[src/sv/stut_pkg.sv]
`timescale 1ns / 1ps

package stut_pkg;

    localparam int PADDR_W = 4;

    localparam logic [1:0] CMD_TICK = 2'd0;
    localparam logic [1:0] CMD_SEND = 2'd1;
    localparam logic [1:0] CMD_RECV = 2'd2;

    localparam logic [2:0] MODE_IDLE      = 3'd0;
    localparam logic [2:0] MODE_SEND      = 3'd1;
    localparam logic [2:0] MODE_ARMED     = 3'd2;
    localparam logic [2:0] MODE_WAIT_EDGE = 3'd3;
    localparam logic [2:0] MODE_SAMPLE    = 3'd4;

    localparam logic [3:0] PARITY_COUNT = 4'd9;
    localparam logic [3:0] STOP_COUNT   = 4'd10;

    localparam logic [1:0] REG_BIT_LENGTH    = 2'd0;
    localparam logic [1:0] REG_SEND_OFFSET   = 2'd1;
    localparam logic [1:0] REG_RECV_SETUP    = 2'd2;
    localparam logic [1:0] REG_SAMPLE_OFFSET = 2'd3;

    localparam logic [15:0] BIT_LENGTH_RESET = 16'd1000;

    typedef struct packed {
        logic [15:0] bit_length;
        logic [10:0] send_offset;
        logic [10:0] recv_setup_offset;
        logic [10:0] sample_offset;
    } t_cfg;

    typedef struct packed {
        logic [1:0]  command;
        logic [15:0] slot_start;
        logic [2:0]  speed_shift;
        logic [7:0]  tx_byte;
        logic        tx_parity;
        logic        timeout_enable;
        logic        rx_level;
    } t_item;

    typedef struct packed {
        logic        tx_level;
        logic        tx_drive;
        logic        done_res;
        logic        status;
        logic [7:0]  rx_byte;
        logic        rx_parity;
        logic [15:0] time_stamp;
    } t_result;

    function automatic logic [15:0] sext11(input logic [10:0] v);
        return {{5{v[10]}}, v};
    endfunction

endpackage

[src/sv/stut_cfg.sv]
`timescale 1ns / 1ps

module stut_cfg (
    input  logic                         i_clk,
    input  logic                         i_rst_n,
    input  logic                         psel,
    input  logic                         penable,
    input  logic                         pwrite,
    input  logic [stut_pkg::PADDR_W-1:0] paddr,
    input  logic [31:0]                  pwdata,
    output logic [31:0]                  prdata,
    output logic                         pready,
    output stut_pkg::t_cfg               o_cfg
);
    import stut_pkg::*;

    t_cfg       r_cfg;
    logic       w_wr;
    logic [1:0] w_idx;

    assign pready = 1'b1;
    assign w_wr   = psel & penable & pwrite;
    assign w_idx  = paddr[PADDR_W-1:2];
    assign o_cfg  = r_cfg;

    always_ff @(posedge i_clk) begin
        if (!i_rst_n) begin
            r_cfg.bit_length        <= BIT_LENGTH_RESET;
            r_cfg.send_offset       <= '0;
            r_cfg.recv_setup_offset <= '0;
            r_cfg.sample_offset     <= '0;
        end else if (w_wr) begin
            unique case (w_idx)
                REG_BIT_LENGTH:    r_cfg.bit_length        <= pwdata[15:0];
                REG_SEND_OFFSET:   r_cfg.send_offset       <= pwdata[10:0];
                REG_RECV_SETUP:    r_cfg.recv_setup_offset <= pwdata[10:0];
                REG_SAMPLE_OFFSET: r_cfg.sample_offset     <= pwdata[10:0];
                default: ;
            endcase
        end
    end

    always_comb begin
        unique case (w_idx)
            REG_BIT_LENGTH:    prdata = {16'd0, r_cfg.bit_length};
            REG_SEND_OFFSET:   prdata = {21'd0, r_cfg.send_offset};
            REG_RECV_SETUP:    prdata = {21'd0, r_cfg.recv_setup_offset};
            REG_SAMPLE_OFFSET: prdata = {21'd0, r_cfg.sample_offset};
            default:           prdata = '0;
        endcase
    end

endmodule

[src/sv/stut_engine.sv]
`timescale 1ns / 1ps

module stut_engine (
    input  logic              i_clk,
    input  logic              i_rst_n,
    input  logic              i_step,
    input  stut_pkg::t_item   i_item,
    input  stut_pkg::t_cfg    i_cfg,
    output stut_pkg::t_result o_res
);
    import stut_pkg::*;

    logic [15:0] r_timer, n_timer;
    logic [15:0] r_cmp, n_cmp;
    logic [2:0]  r_mode, n_mode;
    logic [3:0]  r_bit_count, n_bit_count;
    logic [7:0]  r_shift, n_shift;
    logic        r_held_parity, n_held_parity;
    logic        r_next_bit, n_next_bit;
    logic        r_line_out, n_line_out;
    logic [15:0] r_ebl, n_ebl;
    logic [15:0] r_edge_time, n_edge_time;
    logic        r_prev_rx, n_prev_rx;
    logic        r_to_armed, n_to_armed;

    logic        w_match;
    logic [3:0]  w_nb;
    logic [15:0] w_cmp_step;
    t_result     w_res;

    assign w_match    = (r_timer == r_cmp);
    assign w_nb       = r_bit_count + 4'd1;
    assign w_cmp_step = r_cmp + r_ebl;
    assign o_res      = w_res;

    always_comb begin
        n_timer       = r_timer + 16'd1;
        n_cmp         = r_cmp;
        n_mode        = r_mode;
        n_bit_count   = r_bit_count;
        n_shift       = r_shift;
        n_held_parity = r_held_parity;
        n_next_bit    = r_next_bit;
        n_line_out    = r_line_out;
        n_ebl         = r_ebl;
        n_edge_time   = r_edge_time;
        n_prev_rx     = i_item.rx_level;
        n_to_armed    = r_to_armed;
        w_res         = '0;

        if (i_item.command == CMD_SEND || i_item.command == CMD_RECV) begin
            n_ebl       = i_cfg.bit_length >> i_item.speed_shift;
            n_bit_count = '0;
            n_line_out  = 1'b1;
            if (i_item.command == CMD_SEND) begin
                n_shift       = i_item.tx_byte;
                n_held_parity = i_item.tx_parity;
                n_next_bit    = 1'b0;
                n_cmp         = i_item.slot_start + sext11(i_cfg.send_offset);
                n_mode        = MODE_SEND;
            end else begin
                n_to_armed = i_item.timeout_enable;
                n_cmp      = i_item.slot_start + sext11(i_cfg.recv_setup_offset);
                n_mode     = MODE_ARMED;
            end
        end else begin
            unique case (r_mode)
                MODE_SEND: begin
                    if (w_match) begin
                        n_line_out  = r_next_bit;
                        n_cmp       = w_cmp_step;
                        n_bit_count = w_nb;
                        if (w_nb < PARITY_COUNT) begin
                            n_next_bit = r_shift[0];
                            n_shift    = {1'b0, r_shift[7:1]};
                        end else if (w_nb == PARITY_COUNT) begin
                            n_next_bit = r_held_parity;
                        end else if (w_nb == STOP_COUNT) begin
                            n_next_bit = 1'b1;
                        end else begin
                            w_res.done_res   = 1'b1;
                            w_res.time_stamp = w_cmp_step + r_ebl;
                            n_mode           = MODE_IDLE;
                        end
                    end
                end
                MODE_ARMED: begin
                    if (w_match) begin
                        n_cmp  = r_cmp + {i_cfg.bit_length[14:0], 1'b0};
                        n_mode = MODE_WAIT_EDGE;
                    end
                end
                MODE_WAIT_EDGE: begin
                    if (r_prev_rx && !i_item.rx_level) begin
                        n_edge_time = r_timer;
                        n_cmp       = r_timer + r_ebl + {1'b0, r_ebl[15:1]}
                                      + sext11(i_cfg.sample_offset);
                        n_mode      = MODE_SAMPLE;
                    end else if (r_to_armed && w_match) begin
                        w_res.done_res = 1'b1;
                        w_res.status   = 1'b1;
                        n_mode         = MODE_IDLE;
                    end
                end
                MODE_SAMPLE: begin
                    if (w_match) begin
                        n_bit_count = w_nb;
                        if (w_nb < PARITY_COUNT) begin
                            n_shift = {i_item.rx_level, r_shift[7:1]};
                            n_cmp   = w_cmp_step;
                        end else begin
                            w_res.done_res   = 1'b1;
                            w_res.rx_byte    = r_shift;
                            w_res.rx_parity  = i_item.rx_level;
                            w_res.time_stamp = r_edge_time;
                            n_mode           = MODE_IDLE;
                        end
                    end
                end
                default: ;
            endcase
        end

        w_res.tx_level = n_line_out;
        w_res.tx_drive = (n_mode == MODE_SEND);
    end

    always_ff @(posedge i_clk) begin
        if (!i_rst_n) begin
            r_timer       <= '0;
            r_cmp         <= '0;
            r_mode        <= MODE_IDLE;
            r_bit_count   <= '0;
            r_shift       <= '0;
            r_held_parity <= 1'b0;
            r_next_bit    <= 1'b1;
            r_line_out    <= 1'b1;
            r_ebl         <= '0;
            r_edge_time   <= '0;
            r_prev_rx     <= 1'b1;
            r_to_armed    <= 1'b0;
        end else if (i_step) begin
            r_timer       <= n_timer;
            r_cmp         <= n_cmp;
            r_mode        <= n_mode;
            r_bit_count   <= n_bit_count;
            r_shift       <= n_shift;
            r_held_parity <= n_held_parity;
            r_next_bit    <= n_next_bit;
            r_line_out    <= n_line_out;
            r_ebl         <= n_ebl;
            r_edge_time   <= n_edge_time;
            r_prev_rx     <= n_prev_rx;
            r_to_armed    <= n_to_armed;
        end
    end

endmodule

[src/sv/slot_timed_uart_transceiver.sv]
`timescale 1ns / 1ps
// A tick transaction is registered on input and evaluated, and its result is
// registered when the output register is empty or being read.
// One tick per cycle while the output is taken; the timer/compare update is one step per tick.
// Reset (synchronous, active low): timer and compare cleared, mode idle, lines high,
// configuration back to bit_length 1000 and zero offsets, both pipeline stages empty.
module slot_timed_uart_transceiver (
    input  logic                         i_clk,
    input  logic                         i_rst_n,
    input  logic                         psel,
    input  logic                         penable,
    input  logic                         pwrite,
    input  logic [stut_pkg::PADDR_W-1:0] paddr,
    input  logic [31:0]                  pwdata,
    output logic [31:0]                  prdata,
    output logic                         pready,
    input  logic                         i_in_valid,
    output logic                         o_in_ready,
    input  logic [1:0]                   i_command,
    input  logic [15:0]                  i_slot_start,
    input  logic [2:0]                   i_speed_shift,
    input  logic [7:0]                   i_tx_byte,
    input  logic                         i_tx_parity,
    input  logic                         i_timeout_enable,
    input  logic                         i_rx_level,
    output logic                         o_out_valid,
    input  logic                         i_out_ready,
    output logic                         o_tx_level,
    output logic                         o_tx_drive,
    output logic                         o_done_res,
    output logic                         o_status,
    output logic [7:0]                   o_rx_byte,
    output logic                         o_rx_parity,
    output logic [15:0]                  o_time_stamp
);
    import stut_pkg::*;

    t_cfg    w_cfg;
    t_item   r_item;
    logic    r_in_valid;
    t_result w_res;
    t_result r_res;
    logic    r_out_valid;
    logic    w_step;

    assign w_step     = r_in_valid & (~r_out_valid | i_out_ready);
    assign o_in_ready = ~r_in_valid | w_step;

    stut_cfg u_cfg (
        .i_clk   (i_clk),
        .i_rst_n (i_rst_n),
        .psel    (psel),
        .penable (penable),
        .pwrite  (pwrite),
        .paddr   (paddr),
        .pwdata  (pwdata),
        .prdata  (prdata),
        .pready  (pready),
        .o_cfg   (w_cfg)
    );

    stut_engine u_engine (
        .i_clk   (i_clk),
        .i_rst_n (i_rst_n),
        .i_step  (w_step),
        .i_item  (r_item),
        .i_cfg   (w_cfg),
        .o_res   (w_res)
    );

    always_ff @(posedge i_clk) begin
        if (!i_rst_n) begin
            r_in_valid  <= 1'b0;
            r_out_valid <= 1'b0;
        end else begin
            if (o_in_ready) begin
                r_in_valid <= i_in_valid;
            end
            if (w_step) begin
                r_out_valid <= 1'b1;
            end else if (i_out_ready) begin
                r_out_valid <= 1'b0;
            end
        end
    end

    always_ff @(posedge i_clk) begin
        if (o_in_ready && i_in_valid) begin
            r_item.command        <= i_command;
            r_item.slot_start     <= i_slot_start;
            r_item.speed_shift    <= i_speed_shift;
            r_item.tx_byte        <= i_tx_byte;
            r_item.tx_parity      <= i_tx_parity;
            r_item.timeout_enable <= i_timeout_enable;
            r_item.rx_level       <= i_rx_level;
        end
        if (w_step) begin
            r_res <= w_res;
        end
    end

    assign o_out_valid  = r_out_valid;
    assign o_tx_level   = r_res.tx_level;
    assign o_tx_drive   = r_res.tx_drive;
    assign o_done_res   = r_res.done_res;
    assign o_status     = r_res.status;
    assign o_rx_byte    = r_res.rx_byte;
    assign o_rx_parity  = r_res.rx_parity;
    assign o_time_stamp = r_res.time_stamp;

endmodule

[config.mk]
export PLATFORM = sky130hd
export DESIGN_NAME = slot_timed_uart_transceiver
export DESIGN_NICKNAME = d
export VERILOG_FILES = /design/src/sv/stut_pkg.sv /design/src/sv/stut_cfg.sv /design/src/sv/stut_engine.sv /design/src/sv/slot_timed_uart_transceiver.sv
export SDC_FILE = /design/constraint.sdc
export NUM_CORES = 1
export LEC_CHECK = 0
export BUFFER_PORTS_ARGS = -buffer_cell sky130_fd_sc_hd__buf_2
export CAP_MARGIN = 20
export CORE_ASPECT_RATIO = 0.6
export CORE_MARGIN = 2
export CORE_UTILIZATION = 65
export CTS_CLUSTER_DIAMETER = 120
export DETAILED_ROUTE_END_ITERATION = 8
export PLACE_DENSITY_LB_ADDON = 0.05
export SYNTH_ARGS = -nofsm -noshare
export SYNTH_HDL_FRONTEND = slang
export SYNTH_HIERARCHICAL = 1
export SYNTH_SLANG_ARGS = --single-unit
[constraint.sdc]
create_clock -name i_clk -period 5.9 [get_ports i_clk]
set_input_delay 0.59 -clock i_clk [delete_from_list [all_inputs] [get_ports i_clk]]
set_output_delay 0.59 -clock i_clk [all_outputs]
set_load 0.02 [all_outputs]
==> results.md, run 1 <==
- Vias in the first global route: 10.1k
- Fill cell count: 1533
- Root Driver: clkbuf_16
- Max_cap viols: 0
- CTS clk-pin slew, worst paths: roughly 0.08 ns
- Achievable Freq: 0.215 GHz
- Period utilization: about four fifths
- Initial Util: 66.6%
- Synth cell types: 79
- Max Slew Vio Count: 0
- Final Critical Period: about 4.7 ns
- Leakage: roughly 0.0062 uW
- Hold Crit Class: in -> reg
- R2R Path Start: r_item[31]
- Mapped cell area: approximately 0.013 mm^2
- GRT overflow: 0
- Status: completed
- Port buffer count: 103
- Pre-CTS worst setup slack: 1.43 ns
- Die W: roughly 190 um
- Post-synth top cells: 183 x nand2_1, 135 x dfxtp_1, 85 x nor2_1
- Startpoint types: flip-flop
- Total number of vias: about 11k
- Synth Flop Type: dfxtp_1
- Starting DRC count in detailed routing: ~1.2k
- Num CTS Buffers: 17
- Total GRT Usage: 33.5%
- Ports: 139
- Synth top area cells: dfxtp_1 20%, edfxtp_1 14%, ha_1 7.7%
- Most frequent cell after synthesis: nand2_1
- Hpwl dp: 26800 um
- Hold path startpoint: i_tx_byte[2]
- Final setup viols: 0
- Kind of capture point of the worst setup path: flip-flop
- Slowest-stage cell, CP: o41ai_1
- Final Hold Vio Count: 0
- Total clock sinks: 196
- Worst-path fanout max: 10
- Sequence of cells on the critical path: inv_1, ha_1, mux2_2, ha_1, fa_1, a21o_1, a211oi_1, nor2_1, o41ai_1, o211ai_1, a21o_1, a31oi_1, a21boi_0
- Final wirelength: ~36000 um
- Final core occ: between 70% and 80%
- Hold depth: 1
- Number of flops mapped to enable cells by yosys: 61
- CTS tree: yes
- Post-CTS resize count: 0
- RSZ-0062 raised after global routing: no
- Sequential fraction of the synthesis area: approximately a third
- # DRC: 0
- First-pass GRT wire length: 56100 um
- Power density over the cells: around 220 mW/mm^2
- Reg2Reg Depth: 13
- R2R Path End: u_engine/r_cmp[14]
- Chip height: 115 um
- Area grow syn2layout: 8.73%
- Cell accounting for the most synthesized area: dfxtp_1
- Vias per inst: 6.28
- Final nets: 1673
- Setup Buffers After CTS: 0
- Initial antenna violation count: 0
- Post-synth ARST share: 0%
- Setup TNS: 0 ns
- Row Count: 40
- Die ar.: 0.0218 mm^2
- Bufs on Longest Clock Path: 2
- Hold Path Sink: r_item[5]
- R2R setup slack: 1.24 ns
- Largest net degree at the start of global routing: 84
- Cells after synthesis: 1423
- Worst setup margin: 1.24 ns
- Worst Skew: 0.0126 ns
- Relative slew slack: 25.2%
- DRT Pass-1 Iters: 6
- H-tree levels: 4
- Post-DR wirelength/cell: ~20 um
- Synth Register Bits: 196
- YS warnings: 6
- CTS Hold Bufs: 0
- Core Area: 0.0201 mm^2
- N_diodes: 0
- Avg Inst Size Synth: 9.39 um^2
- CP required: 6.26 ns
- Worst-Skew Late Latency: ~0.45 ns
- Antenna-violating nets left: 0
- Worst path max stage delay: about 0.6 ns
- Crit Path Class: reg -> reg
- Top-area cell type share of the netlist area: 20.2%
- GPL Wtd Cong: around 0.93
- WP data arrival: 5.02 ns
- Measured slew at the worst slew-check pin: 1.12 ns
- Share of cells above drive strength 1: 13.0%
- Peak VDD IR: 0.201 mV
state kept, by name, indices dropped and copies added, names as in the netlist, 3 cells and up:
register              count
o_rx_byte                 8
o_time_stamp             16
r_item                   32
u_cfg/o_cfg              49
u_engine/r_bit_count      4
u_engine/r_cmp           16
u_engine/r_ebl           16
u_engine/r_edge_time     16
u_engine/r_mode           3
u_engine/r_shift          8
u_engine/r_timer         16
kinds of logic (layout without fill, tap and decap cells):
group	count (synthesis)	after routing	share of synthesized area [%]
other cells	2	17	0.0562
compound gates	330	330	16.7
mux	107	107	9.61
xor+xnor	95	95	6.23
fa+ha+maj	115	115	12.6
simple gates	456	456	16.4
buf+inv	122	180	4.47
flops	196	196	33.9
through the flow:
| step | total power (uW) | area (um^2) | cells | hold WS [ns] |
|---|---|---|---|---|
| final | 3250 | 14500 | 1769 | 0.311 |
| after global routing | 3360 | 14500 | 1769 | 0.295 |
| after CTS | 3240 | 14500 | 1767 | 0.300 |
| after detailed placement | 2050 | 13900 | 1735 | 0.461 |
| after global placement | 2040 | 13900 | 1735 | 0.453 |
| after floorplan | 1910 | 13400 | 1438 | 0.441 |
layout by cell type, fill, tap and decap left out, types with 24 or more instances in the layout:
master	instances
a21oi_1	64
nand2_1	183
a21boi_0	24
o21ai_0	62
mux2i_1	72
nand3_1	32
xnor2_1	69
nor2_1	85
nor2b_1	29
a211oi_1	27
buf_2	102
ha_1	82
fa_1	33
dfxtp_1	135
edfxtp_1	61
inv_1	33
xor2_1	26
worst max-delay path, delay by kind of cell (launching register included):
kind,cells,cell delay (ns)
compound gates,7,2.37
fa+ha+maj,3,1.22
mux,1,0.41
flops,1,0.39
simple gates,1,0.12
buf+inv,1,0.07
area by class of cell:
class	count	area (um^2)	share of cell area (%)
multi-input cells	1120	8310	57.2
well taps	273	342	2.35
clock buffers	19	433	2.98
flip-flops and latches	196	4530	31.2
inverters	35	131	0.904
repair buffers	113	613	4.22
clock inverters	13	170	1.17
report_power, final:
part | total [uW] | internal [uW] | switching, uW
registers | 1490 | 1430 | 56.9
clock network | 1200 | 640 | 558
logic | 558 | 218 | 341
total | 3250 | 2290 | 956
per-layer routing:
metal  global-route usage (%)  up-vias  routed length (um)  part of all wire (%)
met1                     50.0     5279               16700                    47
li1                         -     5249                   -                     -
met3                     11.7       40                4250                    12
met4                     6.82        0                 424                   1.2
met2                     46.6      550               14500                    40
met5                        0        -                   0                     0
worst max path at each step:
stage / depth (start not counted) / from / slack (ns) / end
6_report: 13 / r_item[31] / 1.24 / u_engine/r_cmp[14]
5_1_grt: 13 / r_item[31] / 1.08 / u_engine/r_cmp[14]
4_1_cts: 13 / r_item[31] / 1.40 / u_engine/r_cmp[14]
3_5_place_dp: 13 / r_item[31] / 1.43 / u_engine/r_cmp[14]
3_3_place_gp: 13 / r_item[31] / 1.56 / u_engine/r_cmp[14]
2_1_floorplan: 15 / u_engine/r_ebl[0] / 2.34 / o_time_stamp[14]
Note: power is estimated with default switching activity, not from simulation.
==> run 2: changes to the inputs <==
Settings changed: CORE_UTILIZATION 65 to 60.
Clock period 5.9 ns to 4.5 ns, I/O delays scaled along.
==> run 2 against run 1 <==
Compared with the run above: sequential power grew 31%; die area increased by 8.1%; non-clock buffer count is 11 higher; flip-flop and latch count unchanged; register-to-register slack got worse by 0.88 ns; clock-buffer cell count stayed put; largest power group unchanged; critical path depth rose by 3; utilization decreased by 5.7 points; largest cell class unchanged.
==> results.md, run 2 (same netlist as run 1, synthesis figures left out) <==
- Initial Util: 60.8% (-5.8 points)
- Setup TNS: 0 ns (unchanged)
- Final core occ: 66.7% (-5.7 points)
- Max Slew Vio Count: 0 (unchanged)
- Max FFs per register: 49 (unchanged)
- Crit Path Class: reg -> reg
- Final wirelength: 36000 um (+0.12%)
- DRT Pass-1 Iters: 6 (unchanged)
- GPL Wtd Cong: 0.956 (+3.2%)
- Commonest non-fill, non-tap cells in the layout: 183 x nand2_1, 135 x dfxtp_1, 102 x buf_2
- Final Hold Vio Count: 0 (unchanged)
- Hpwl dp: 27200 um (+1.3%)
- Row Count: 42 (+5.0%)
- CTS Hold Bufs: 0 (unchanged)
- Ports: 139 (unchanged)
- Most common cell after layout, fill and taps aside: nand2_1
- Bufs on Longest Clock Path: 2 (unchanged)
- Final Critical Period: 4.14 ns (-0.523 ns)
- Total GRT Usage: 31.0% (-2.4 points)
- Worst path max stage delay: 0.44 ns (-0.16 ns)
- Vias per inst: 6.15 (-2.2%)
- Core Area: 0.0220 mm^2 (+9.5%)
- Sequence of cells on the critical path: ha_1, fa_1, a211oi_1, o21ai_0, a21o_1, a21oi_1, xnor2_1, ha_1, a21oi_1, nor2_1, o21ai_0, a31oi_1, o22ai_1, xor2_1, a22oi_1, nor2_1
- Measured slew at the worst slew-check pin: 1.06 ns (-0.0555 ns)
- Share of cells above drive strength 1: 13.7% (+0.77 points)
- Critical path buffers and inverters: 0 (-1)
- Final setup viols: 0 (unchanged)
- Startpoint types: flip-flop
- Hold Crit Class: in -> reg
- Peak VDD IR: 0.242 mV (+20%)
- CP required: 4.68 ns (-1.58 ns)
- CP top delay family: compound AO/OA/AOI/OAI gates
- # DRC: 0 (unchanged)
- R2R Path Start: u_engine/r_ebl[0]
- Initial antenna violation count: 0 (unchanged)
- Largest net degree at the start of global routing: 80 (-4.8%)
- Worst Skew: 0.0116 ns (-0.00102 ns)
- GRT overflow: 0 (unchanged)
- Fin Hold WS: 0.167 ns (-0.143 ns)
- Die ar.: 0.0235 mm^2 (+8.1%)
- Slowest-stage cell, CP: fa_1
- Starting DRC count in detailed routing: 1010 (-13%)
- Hold path startpoint: i_slot_start[8]
- Num CTS Buffers: 17 (unchanged)
- Status: completed
- Kind of capture point of the worst setup path: flip-flop
- Worst-Skew Late Latency: 0.45 ns (about the same)
- Area grow syn2layout: 9.62%
- Worst-path fanout max: 6 (-4)
- Setup Buffers After CTS: 0 (unchanged)
- Leakage: 0.00627 uW (+1.2%)
- Critical Path Source: u_engine/r_ebl[0]
- Relative slew slack: 29.2% (+4.0 points)
- Post-DR wirelength/cell: 20.1 um (-1.2%)
- CTS clk-pin slew, worst paths: 0.08 ns (about the same)
- Antenna-violating nets left: 0 (unchanged)
- WP data arrival: 4.32 ns (-0.70 ns)
- First-pass GRT wire length: 56100 um (about the same)
- Chip height: 120 um (+3.9%)
- H-tree levels: 4 (unchanged)
- Period utilization: 92.0% (+13 points)
- Total clock sinks: 196 (unchanged)
- Root Driver: clkbuf_16
- Power density over the cells: 294 mW/mm^2 (+32%)
- Vias in the first global route: 10.0k (-0.61%)
- N_diodes: 0 (unchanged)
- Max_cap viols: 0 (unchanged)
- Pwr Total: 4310 uW (+33%)
- Achievable Freq: 0.242 GHz (+13%)
- CTS tree: yes
- Total number of vias: 11.0k (-0.84%)
- Final nets: 1684 (+0.66%)
- RSZ-0062 raised after global routing: no
- Die W: 197 um (+4.0%)
- Port buffer count: 103 (unchanged)
==> run 2: worst paths after layout <==
check	end	slack, ns	cells past startpoint
worst max-delay path	o_time_stamp[15]	0.36	16
worst max register to register	o_time_stamp[15]	0.36	16
worst min-delay path	r_item[22]	0.17	1
worst min register to register	u_engine/r_edge_time[3]	0.47	2
==> run 2: layer usage <==
layer,up-vias,GRT usage (%),part of all wire (%)
li1,5264,-,-
met1,5316,47.3,49
met2,422,43.0,40
met3,23,10.1,10
met4,0,5.36,0.69
met5,-,0,0
==> run 2: what timing repair did <==
item,CTS,global route
setup endpoints to repair,0,1
gates resized for setup,0,1
hold endpoints to repair,0,0
==> run 2: report_power, final <==
group          switching, uW  internal [uW]  leakage [uW]
registers               72.7           1880       0.00168
logic                    446            292       0.00428
clock network            777            843      0.000308
total                   1300           3010       0.00627
==> run 2: area by class of cell <==
cell class | instances | area [um^2]
clock buffers | 19 | 464
clock inverters | 13 | 159
fillers | 1796 | 7320
inverters | 35 | 131
multi-input cells | 1120 | 8310
flip-flops and latches | 196 | 4530
well taps | 286 | 358
repair buffers | 124 | 696
==> run 2: per-stage QoR <==
stage                     area, um^2  instances  worst slack (ns)
after floorplan                13400       1438             0.937
after global placement         14000       1758             0.434
after detailed placement       14000       1758             0.378
after CTS                      14600       1790             0.347
after global routing           14700       1793             0.124
final                          14700       1793             0.361
